### src/sv/lbh_pkg.sv
// Shared types, constants and the mix-round function of the lookup2 byte hash.
// No dependencies; imported by every module of the block.
package lbh_pkg;

   localparam logic [31:0] GoldenRatio = 32'h9e3779b9;
   localparam int          BlockLen    = 12;
   localparam int          BlockBits   = 8 * BlockLen;
   localparam int          MixRounds   = 9;
   localparam int          FillW       = $clog2(BlockLen);
   localparam int          RoundW      = $clog2(MixRounds);

   localparam logic [FillW-1:0]  LastFill  = FillW'(BlockLen - 1);
   localparam logic [RoundW-1:0] LastRound = RoundW'(MixRounds - 1);

   // shift amount per mix round; rounds on b shift left, all others shift right
   localparam logic [4:0] MixShift [MixRounds] = '{
      5'd13, 5'd8, 5'd13, 5'd12, 5'd16, 5'd5, 5'd3, 5'd10, 5'd15
   };

   // which of a, b, c a mix round updates
   typedef enum logic [1:0] {
      LANE_A,
      LANE_B,
      LANE_C
   } lbh_lane_type;

   typedef enum logic [1:0] {
      ST_IDLE,
      ST_MIX,
      ST_COUNT,
      ST_DONE
   } lbh_state_type;

   // one unit of work for the mixer: a full block, a message end, or both
   typedef struct packed {
      logic        blk;
      logic        fin;
      logic [31:0] wa;
      logic [31:0] wb;
      logic [31:0] wc;
      logic [31:0] cnt;
   } lbh_job_type;

   // x = (x - y - z) ^ (z shifted)
   function automatic logic [31:0] lbh_round(input logic [31:0] x,
                                             input logic [31:0] y,
                                             input logic [31:0] z,
                                             input logic [4:0]  sh,
                                             input logic        left);
      logic [31:0] diff;
      logic [31:0] shz;
      diff = x - y - z;
      shz  = left ? (z << sh) : (z >> sh);
      return diff ^ shz;
   endfunction

endpackage

### src/sv/lbh_front.sv
// Byte packer: takes message bytes, builds 12-byte blocks and issues mixer jobs.
// Depends on lbh_pkg.
module lbh_front
   import lbh_pkg::*;
(
   input  logic         clock,
   input  logic         reset,
   input  logic         req_push,
   input  logic         req_full,
   input  logic [7:0]   req_data_byte,
   input  logic         req_last,
   input  logic         req_empty_message,
   output logic         job_push,
   output lbh_job_type  job_data
);

   logic [FillW-1:0]     fill_ff, fill_in;
   logic [31:0]          count_ff, count_in;
   logic [BlockBits-1:0] blk_ff, blk_in;
   logic                 accept;
   logic                 blk_done;
   logic [BlockBits-1:0] blk_ins;
   logic [31:0]          count_inc;

   assign accept    = req_push && !req_full;
   assign count_inc = count_ff + 32'd1;
   assign blk_done  = (fill_ff == LastFill);

   // byte goes into its lane; starting a new block clears the stale lanes
   always_comb begin
      for (int i = 0; i < BlockLen; i++) begin
         if (fill_ff == FillW'(i))
            blk_ins[8*i +: 8] = req_data_byte;
         else if (fill_ff == '0)
            blk_ins[8*i +: 8] = 8'h00;
         else
            blk_ins[8*i +: 8] = blk_ff[8*i +: 8];
      end
   end

   always_comb begin
      fill_in  = fill_ff;
      count_in = count_ff;
      blk_in   = blk_ff;
      job_push = 1'b0;
      job_data = '0;
      if (accept) begin
         if (req_empty_message) begin
            job_push     = 1'b1;
            job_data.fin = 1'b1;
            job_data.cnt = count_ff;
            if (fill_ff != '0) begin
               job_data.wa = blk_ff[31:0];
               job_data.wb = blk_ff[63:32];
               job_data.wc = {blk_ff[87:64], 8'h00};
            end
            fill_in  = '0;
            count_in = '0;
         end else begin
            blk_in       = blk_ins;
            job_push     = blk_done || req_last;
            job_data.blk = blk_done;
            job_data.fin = req_last;
            job_data.cnt = count_inc;
            job_data.wa  = blk_ins[31:0];
            job_data.wb  = blk_ins[63:32];
            job_data.wc  = blk_done ? blk_ins[95:64] : {blk_ins[87:64], 8'h00};
            fill_in      = (blk_done || req_last) ? '0 : fill_ff + FillW'(1);
            count_in     = req_last ? '0 : count_inc;
         end
      end
   end

   always_ff @(posedge clock) begin
      if (reset) begin
         fill_ff  <= '0;
         count_ff <= '0;
      end else begin
         fill_ff  <= fill_in;
         count_ff <= count_in;
      end
      blk_ff <= blk_in;
   end

endmodule

### src/sv/lbh_jobq.sv
// Two-entry job queue between the byte packer and the mixer.
// Depends on lbh_pkg.
module lbh_jobq
   import lbh_pkg::*;
(
   input  logic         clock,
   input  logic         reset,
   input  logic         push,
   input  lbh_job_type  push_data,
   output logic         full,
   input  logic         pop,
   output logic         avail,
   output lbh_job_type  head
);

   lbh_job_type slot_ff [2];
   logic        wr_ff, wr_in;
   logic        rd_ff, rd_in;
   logic [1:0]  used_ff, used_in;
   logic        do_push, do_pop;

   assign full    = (used_ff == 2'd2);
   assign avail   = (used_ff != 2'd0);
   assign head    = slot_ff[rd_ff];
   assign do_push = push && !full;
   assign do_pop  = pop && avail;

   always_comb begin
      wr_in   = do_push ? !wr_ff : wr_ff;
      rd_in   = do_pop ? !rd_ff : rd_ff;
      used_in = used_ff + {1'b0, do_push} - {1'b0, do_pop};
   end

   always_ff @(posedge clock) begin
      if (reset) begin
         wr_ff   <= 1'b0;
         rd_ff   <= 1'b0;
         used_ff <= 2'd0;
      end else begin
         wr_ff   <= wr_in;
         rd_ff   <= rd_in;
         used_ff <= used_in;
      end
      if (do_push)
         slot_ff[wr_ff] <= push_data;
   end

   a_used_bound: assert property (@(posedge clock) disable iff (reset)
      used_ff <= 2'd2) else $error("job queue over capacity");
   a_no_drop: assert property (@(posedge clock) disable iff (reset)
      push |-> !full) else $error("job pushed into full queue");
   a_pop_avail: assert property (@(posedge clock) disable iff (reset)
      pop |-> avail) else $error("job popped from empty queue");

endmodule

### src/sv/lbh_back.sv
// Mixer: folds jobs into a, b, c, runs the nine-round mix one round a cycle and
// holds the finished hash in an output register. Depends on lbh_pkg.
module lbh_back
   import lbh_pkg::*;
(
   input  logic         clock,
   input  logic         reset,
   input  logic         job_avail,
   input  lbh_job_type  job_head,
   output logic         job_pop,
   output logic         rsp_empty,
   input  logic         rsp_pop,
   output logic [31:0]  rsp_hash_value
);

   lbh_state_type     state_ff, state_in;
   logic [31:0]       a_ff, a_in, b_ff, b_in, c_ff, c_in;
   logic [31:0]       cnt_ff, cnt_in;
   logic              need_cnt_ff, need_cnt_in;
   logic              fin_ff, fin_in;
   logic [RoundW-1:0] round_ff, round_in;
   lbh_lane_type      lane_ff, lane_in;
   logic              out_valid_ff, out_valid_in;
   logic [31:0]       out_hash_ff, out_hash_in;
   logic [4:0]        sh;

   assign sh             = MixShift[round_ff];
   assign rsp_empty      = !out_valid_ff;
   assign rsp_hash_value = out_hash_ff;

   always_comb begin
      state_in     = state_ff;
      a_in         = a_ff;
      b_in         = b_ff;
      c_in         = c_ff;
      cnt_in       = cnt_ff;
      need_cnt_in  = need_cnt_ff;
      fin_in       = fin_ff;
      round_in     = round_ff;
      lane_in      = lane_ff;
      out_valid_in = out_valid_ff && !rsp_pop;
      out_hash_in  = out_hash_ff;
      job_pop      = 1'b0;
      unique case (state_ff)
         ST_IDLE: begin
            if (job_avail) begin
               job_pop     = 1'b1;
               a_in        = a_ff + job_head.wa;
               b_in        = b_ff + job_head.wb;
               // count joins c here unless a block mix has to run first
               c_in        = c_ff + job_head.wc +
                             ((job_head.fin && !job_head.blk) ? job_head.cnt : 32'd0);
               cnt_in      = job_head.cnt;
               need_cnt_in = job_head.fin && job_head.blk;
               fin_in      = job_head.fin;
               round_in    = '0;
               lane_in     = LANE_A;
               state_in    = ST_MIX;
            end
         end
         ST_MIX: begin
            unique case (lane_ff)
               LANE_A: begin
                  a_in    = lbh_round(a_ff, b_ff, c_ff, sh, 1'b0);
                  lane_in = LANE_B;
               end
               LANE_B: begin
                  b_in    = lbh_round(b_ff, c_ff, a_ff, sh, 1'b1);
                  lane_in = LANE_C;
               end
               LANE_C: begin
                  c_in    = lbh_round(c_ff, a_ff, b_ff, sh, 1'b0);
                  lane_in = LANE_A;
               end
               default: lane_in = LANE_A;
            endcase
            round_in = round_ff + RoundW'(1);
            if (round_ff == LastRound) begin
               round_in = '0;
               if (need_cnt_ff)
                  state_in = ST_COUNT;
               else if (fin_ff)
                  state_in = ST_DONE;
               else
                  state_in = ST_IDLE;
            end
         end
         ST_COUNT: begin
            c_in        = c_ff + cnt_ff;
            need_cnt_in = 1'b0;
            round_in    = '0;
            lane_in     = LANE_A;
            state_in    = ST_MIX;
         end
         ST_DONE: begin
            if (!out_valid_ff || rsp_pop) begin
               out_valid_in = 1'b1;
               out_hash_in  = c_ff;
               a_in         = GoldenRatio;
               b_in         = GoldenRatio;
               c_in         = '0;
               state_in     = ST_IDLE;
            end
         end
         default: state_in = ST_IDLE;
      endcase
   end

   always_ff @(posedge clock) begin
      if (reset) begin
         state_ff     <= ST_IDLE;
         a_ff         <= GoldenRatio;
         b_ff         <= GoldenRatio;
         c_ff         <= '0;
         need_cnt_ff  <= 1'b0;
         fin_ff       <= 1'b0;
         round_ff     <= '0;
         lane_ff      <= LANE_A;
         out_valid_ff <= 1'b0;
      end else begin
         state_ff     <= state_in;
         a_ff         <= a_in;
         b_ff         <= b_in;
         c_ff         <= c_in;
         need_cnt_ff  <= need_cnt_in;
         fin_ff       <= fin_in;
         round_ff     <= round_in;
         lane_ff      <= lane_in;
         out_valid_ff <= out_valid_in;
      end
      cnt_ff      <= cnt_in;
      out_hash_ff <= out_hash_in;
   end

   a_round_bound: assert property (@(posedge clock) disable iff (reset)
      round_ff <= LastRound) else $error("mix round out of range");
   a_cnt_implies_fin: assert property (@(posedge clock) disable iff (reset)
      need_cnt_ff |-> fin_ff) else $error("pending count without message end");
   a_hash_kept: assert property (@(posedge clock) disable iff (reset)
      out_valid_ff && !rsp_pop |=> out_valid_ff && $stable(out_hash_ff))
      else $error("waiting hash lost or overwritten");
   a_pop_idle: assert property (@(posedge clock) disable iff (reset)
      job_pop |-> state_ff == ST_IDLE) else $error("job taken while mixing");

endmodule

### src/sv/lookup2_byte_hash.sv
// Lookup2 hash of a byte stream.
// Depends on lbh_pkg, lbh_front, lbh_jobq and lbh_back.
//
// Input channel: req_push / req_full, one message byte per transfer with
// req_last on the final byte; req_empty_message ends the message without a
// byte (a zero-length message when no bytes came before). Result channel:
// rsp_empty / rsp_pop, one 32-bit rsp_hash_value per message.
// The packer takes one byte a cycle while req_full is low. Each 12-byte block
// becomes a job in a two-entry queue; the mixer loads a job in ST_IDLE and
// runs the nine mix rounds one per cycle, and takes no new job until it is
// through with the last one. A message end passes through ST_IDLE, the nine
// rounds and ST_DONE, which loads the output register; when the final byte
// completes a block, ST_COUNT adds the length and the nine rounds run again
// before ST_DONE. Short messages are thus bounded by the mixer.
// Reset (synchronous) empties the queue and output register and returns the
// hash state to its initial value. If the result is not popped, the mixer
// holds the next hash, the queue fills and req_full rises.
module lookup2_byte_hash
   import lbh_pkg::*;
(
   input  logic        clock,
   input  logic        reset,
   input  logic        req_push,
   output logic        req_full,
   input  logic [7:0]  req_data_byte,
   input  logic        req_last,
   input  logic        req_empty_message,
   output logic        rsp_empty,
   input  logic        rsp_pop,
   output logic [31:0] rsp_hash_value
);

   logic        job_push;
   lbh_job_type job_data;
   logic        job_pop;
   logic        job_avail;
   lbh_job_type job_head;

   lbh_front u_front (
      .clock             (clock),
      .reset             (reset),
      .req_push          (req_push),
      .req_full          (req_full),
      .req_data_byte     (req_data_byte),
      .req_last          (req_last),
      .req_empty_message (req_empty_message),
      .job_push          (job_push),
      .job_data          (job_data)
   );

   lbh_jobq u_jobq (
      .clock     (clock),
      .reset     (reset),
      .push      (job_push),
      .push_data (job_data),
      .full      (req_full),
      .pop       (job_pop),
      .avail     (job_avail),
      .head      (job_head)
   );

   lbh_back u_back (
      .clock          (clock),
      .reset          (reset),
      .job_avail      (job_avail),
      .job_head       (job_head),
      .job_pop        (job_pop),
      .rsp_empty      (rsp_empty),
      .rsp_pop        (rsp_pop),
      .rsp_hash_value (rsp_hash_value)
   );

endmodule

### config.mk
export PLATFORM = sky130hd
export DESIGN_NAME = lookup2_byte_hash
export DESIGN_NICKNAME = d
export VERILOG_FILES = /design/src/sv/lbh_pkg.sv /design/src/sv/lbh_front.sv /design/src/sv/lbh_jobq.sv /design/src/sv/lbh_back.sv /design/src/sv/lookup2_byte_hash.sv
export SDC_FILE = /design/constraint.sdc
export NUM_CORES = 2
export LEC_CHECK = 0
export ABC_AREA = 0
export BUFFER_PORTS_ARGS = -buffer_cell sky130_fd_sc_hd__clkbuf_2
export CAP_MARGIN = 30
export CORE_MARGIN = 3
export CORE_UTILIZATION = 62
export CTS_BUF_LIST = sky130_fd_sc_hd__clkbuf_4 sky130_fd_sc_hd__clkbuf_8
export CTS_CLUSTER_DIAMETER = 120
export DETAILED_ROUTE_END_ITERATION = 16
export PLACE_DENSITY = 0.8
export SLEW_MARGIN = 20
export SYNTH_ARGS = -nofsm -noshare
export SYNTH_HDL_FRONTEND = slang
export SYNTH_SLANG_ARGS = --single-unit
### constraint.sdc
create_clock -name clock -period 8.5 [get_ports clock]
set_input_delay 0.85 -clock clock [delete_from_list [all_inputs] [get_ports clock]]
set_output_delay 0.85 -clock clock [all_outputs]
set_load 0.01 [all_outputs]
==> run_results.csv <==
group,metric,value,unit
outcome,status,"complete, no violations",
sta,final_max_slew_viol_count,0,
global_route,grt_pass1_wl,231.3,mm
sta,timing.hold.ws,0.4930,ns
job,drv_cap,0,
routing,wirelength,158.5,mm
clocking,htreeDepth,3,
yosys,yosys_warnings,0,
sta,worstMarginPinSlew,1.091,ns
clocking,cts_buffer_depth,3,
yosys,ys_top_cells_by_count,"nand2_1 (497), edfxtp_1 (412), nor2_1 (376)",
yosys,synth-simple-area-share,12.78,%
sta,min_period,5.648,ns
placed_design,io_buffers,47,
clocking,hold_buffers,0,
routing,drt-initial-drc-count,5507,
sta,finalSetupViolCount,0,
yosys,synth-seq-cells,560,
sta,fin_crit_sh,66.45,%
clocking,cts-root-buf,"clkbuf_8",
clocking,cts_tree,"yes",
clocking,cts_setup_buffers,0,
yosys,synth_compound_area_share,19.12,%
die,die_h,271.4,µm
layout,drive_gt1_share,10.13,%
routing,drt_pass1_iterations,8,
layout,nets,4974,
sta,fin_ws,2.852,ns
die,die-area,0.07364,mm²
yosys,synth_top_family_by_area,"compound AO/OA/AOI/OAI gates",
yosys,synth_top_area_share,28.34,%
yosys,synth_adder_area_share,12.57,%
global_route,first_global_vias,35340,
yosys,syn-num-nets,5015,
sta,hold_viol_final,0,
clocking,clk-insertion-delay-late,0.77,ns
global_route,grt.total_usage,42.08,%
yosys,synth_most_common_cell,"nand2_1",
sta,fmax,177.1,MHz
yosys,synthMuxAreaShare,9.462,%
yosys,synth_seq_area_share,35.12,%
layout,syn_to_final_growth,7.313,%
die,io-pin-count,48,
routing,vias_per_cell,6.772,
sta,tns,0,ns
critical_path,arrival,6.33,ns
yosys,async_reset_ff_share,0,%
sta,rsz0062_at_grt,"no",
yosys,avgSynthCellArea,9.412,µm²
critical_path,start_kind,"register",
yosys,synth_edf_count,412,
critical_path,cp-end-kind,"register",
critical_path,crit_fanout,56,
yosys,ys.flop_type,"edfxtp_1",
routing,drc,0,
die,start_util,63.11,%
routing,routedWlPerCell,28.25,µm
critical_path,crit_required,9.18,ns
placed_design,dp_slack,3.048,ns
placed_design,gp_congestion,1.062,
clocking,cts_made_buffers,94,
yosys,synthCells,4639,
die,die_x,271.4,µm
yosys,synth_top_area_cell,"edfxtp_1",
layout,stdcell_area,0.04685,mm²
routing,antenna_left,0,
clocking,clk_pin_slew_worst_paths,0.07,ns
die,row_count,96,
clocking,ctsResizeCount,0,
global_route,grt-ovfl-total,0,
yosys,synth_xor_xnor_area_share,6.345,%
yosys,ys_top_cells_by_area,"edfxtp_1 (28%), dfxtp_1 (6.8%), ha_1 (6.7%)",
sta,slew_headroom,26.33,%
critical_path,path_class,"reg -> reg",
yosys,synthesis.area,0.04366,mm²
clocking,cts.sinks,560,
placed_design,hpwl,118.7,mm
worst_hold_path,hp-class,"in -> reg",
sta,fin_skew,0.06749,ns
global_route,grt_max_degree,79,
placed_design,place_area,0.04457,mm²
die,coreArea,0.06919,mm²
yosys,ys_types,94,
global_route,grt_antenna_before_repair,4,
routing,vias,37990,
==> placed cells by master, fill, tap and decap left out, drive strengths merged, types with 36 or more instances in the layout <==
master,synthesis,routed
inv,232,238
a21o,110,110
mux2i,235,235
and3,50,50
nand2,497,497
buf,89,76
a21oi,325,325
clkinv,0,36
dfxtp,148,148
xnor2,218,218
o22ai,47,47
a31oi,59,59
nor3,74,74
fa,128,128
a211oi,129,129
ha,234,234
xor2,93,93
nand3,95,95
mux2,102,102
nor2,376,376
o21ai,292,292
clkbuf,170,168
edfxtp,412,412
==> area by class of cell <==
type / count / area [µm²]
multi-input cells: 3588 / 26440
clock inverters: 54 / 593.1
diodes: 1 / 2.502
well taps: 931 / 1165
flip-flops and latches: 560 / 15340
fillers: 5487 / 22330
inverters: 232 / 870.8
clock buffers: 122 / 1541
repair buffers: 122 / 904.6
==> sequential cells by signal, summed over array words and instances (netlist names), named ones only <==
signal and count:
u_back.a_ff 32, u_back.b_ff 32, u_back.c_ff 32, u_back.cnt_ff 32
u_back.fin_ff 1, u_back.lane_ff 2, u_back.need_cnt_ff 1, u_back.out_valid_ff 1
u_back.round_ff 4, u_back.rsp_hash_value 32, u_back.state_ff 2, u_front.blk_ff 88
u_front.count_ff 32, u_front.fill_ff 4, u_jobq.rd_ff 1, u_jobq.slot_ff 260
u_jobq.used_ff 2, u_jobq.wr_ff 1
==> worst max-delay path: stages, from the launching register on <==
cell and delay [ns]:
dfxtp_4 0.91, a32o_1 0.30, buf_4 0.39, nand2_1 0.14, fa_1 0.48, inv_1 0.07
ha_1 0.18, inv_1 0.07, fa_1 0.45, nor2b_1 0.16, o31a_1 0.18, o2111ai_1 0.19
a211oi_1 0.50, nor2_1 0.21, o311ai_1 0.50, a221oi_1 0.17, xnor2_1 0.17, a21o_1 0.20
a311oi_1 0.23
==> cells by family after synthesis <==
logic type | count (synthesis)
compound gates | 1282
simple gates | 1266
flops | 560
buf+inv | 491
mux | 365
fa+ha+maj | 362
xor+xnor | 313
==> final timing paths <==
path	startpoint	to	slack, ns	cells past startpoint
max	register	u_back.c_ff[31]	2.85	18
min	rsp_pop	u_back.out_valid_ff	0.49	4
min reg2reg	u_front.count_ff[3]	u_front.count_ff[3]	0.53	2
max reg2reg	register	u_back.c_ff[31]	2.85	18
==> per-layer routing <==
metal | global-route usage [%] | wire (µm)
met5 | 0.3947 | 69
met4 | 19.30 | 8497
met1 | 58.31 | 62190
met2 | 60.19 | 66220
met3 | 13.30 | 21520
==> through the flow <==
step           utilization (%)  instances
2_1_floorplan                -       4639
3_3_place_gp             64.28       5416
3_5_place_dp             64.41       5424
4_1_cts                  67.50       5600
5_1_grt                  67.72       5610
6_report                 67.72       5610
Power is not shown: default switching activity piles up to over one toggle a cycle in this logic, so the estimate is an artifact.
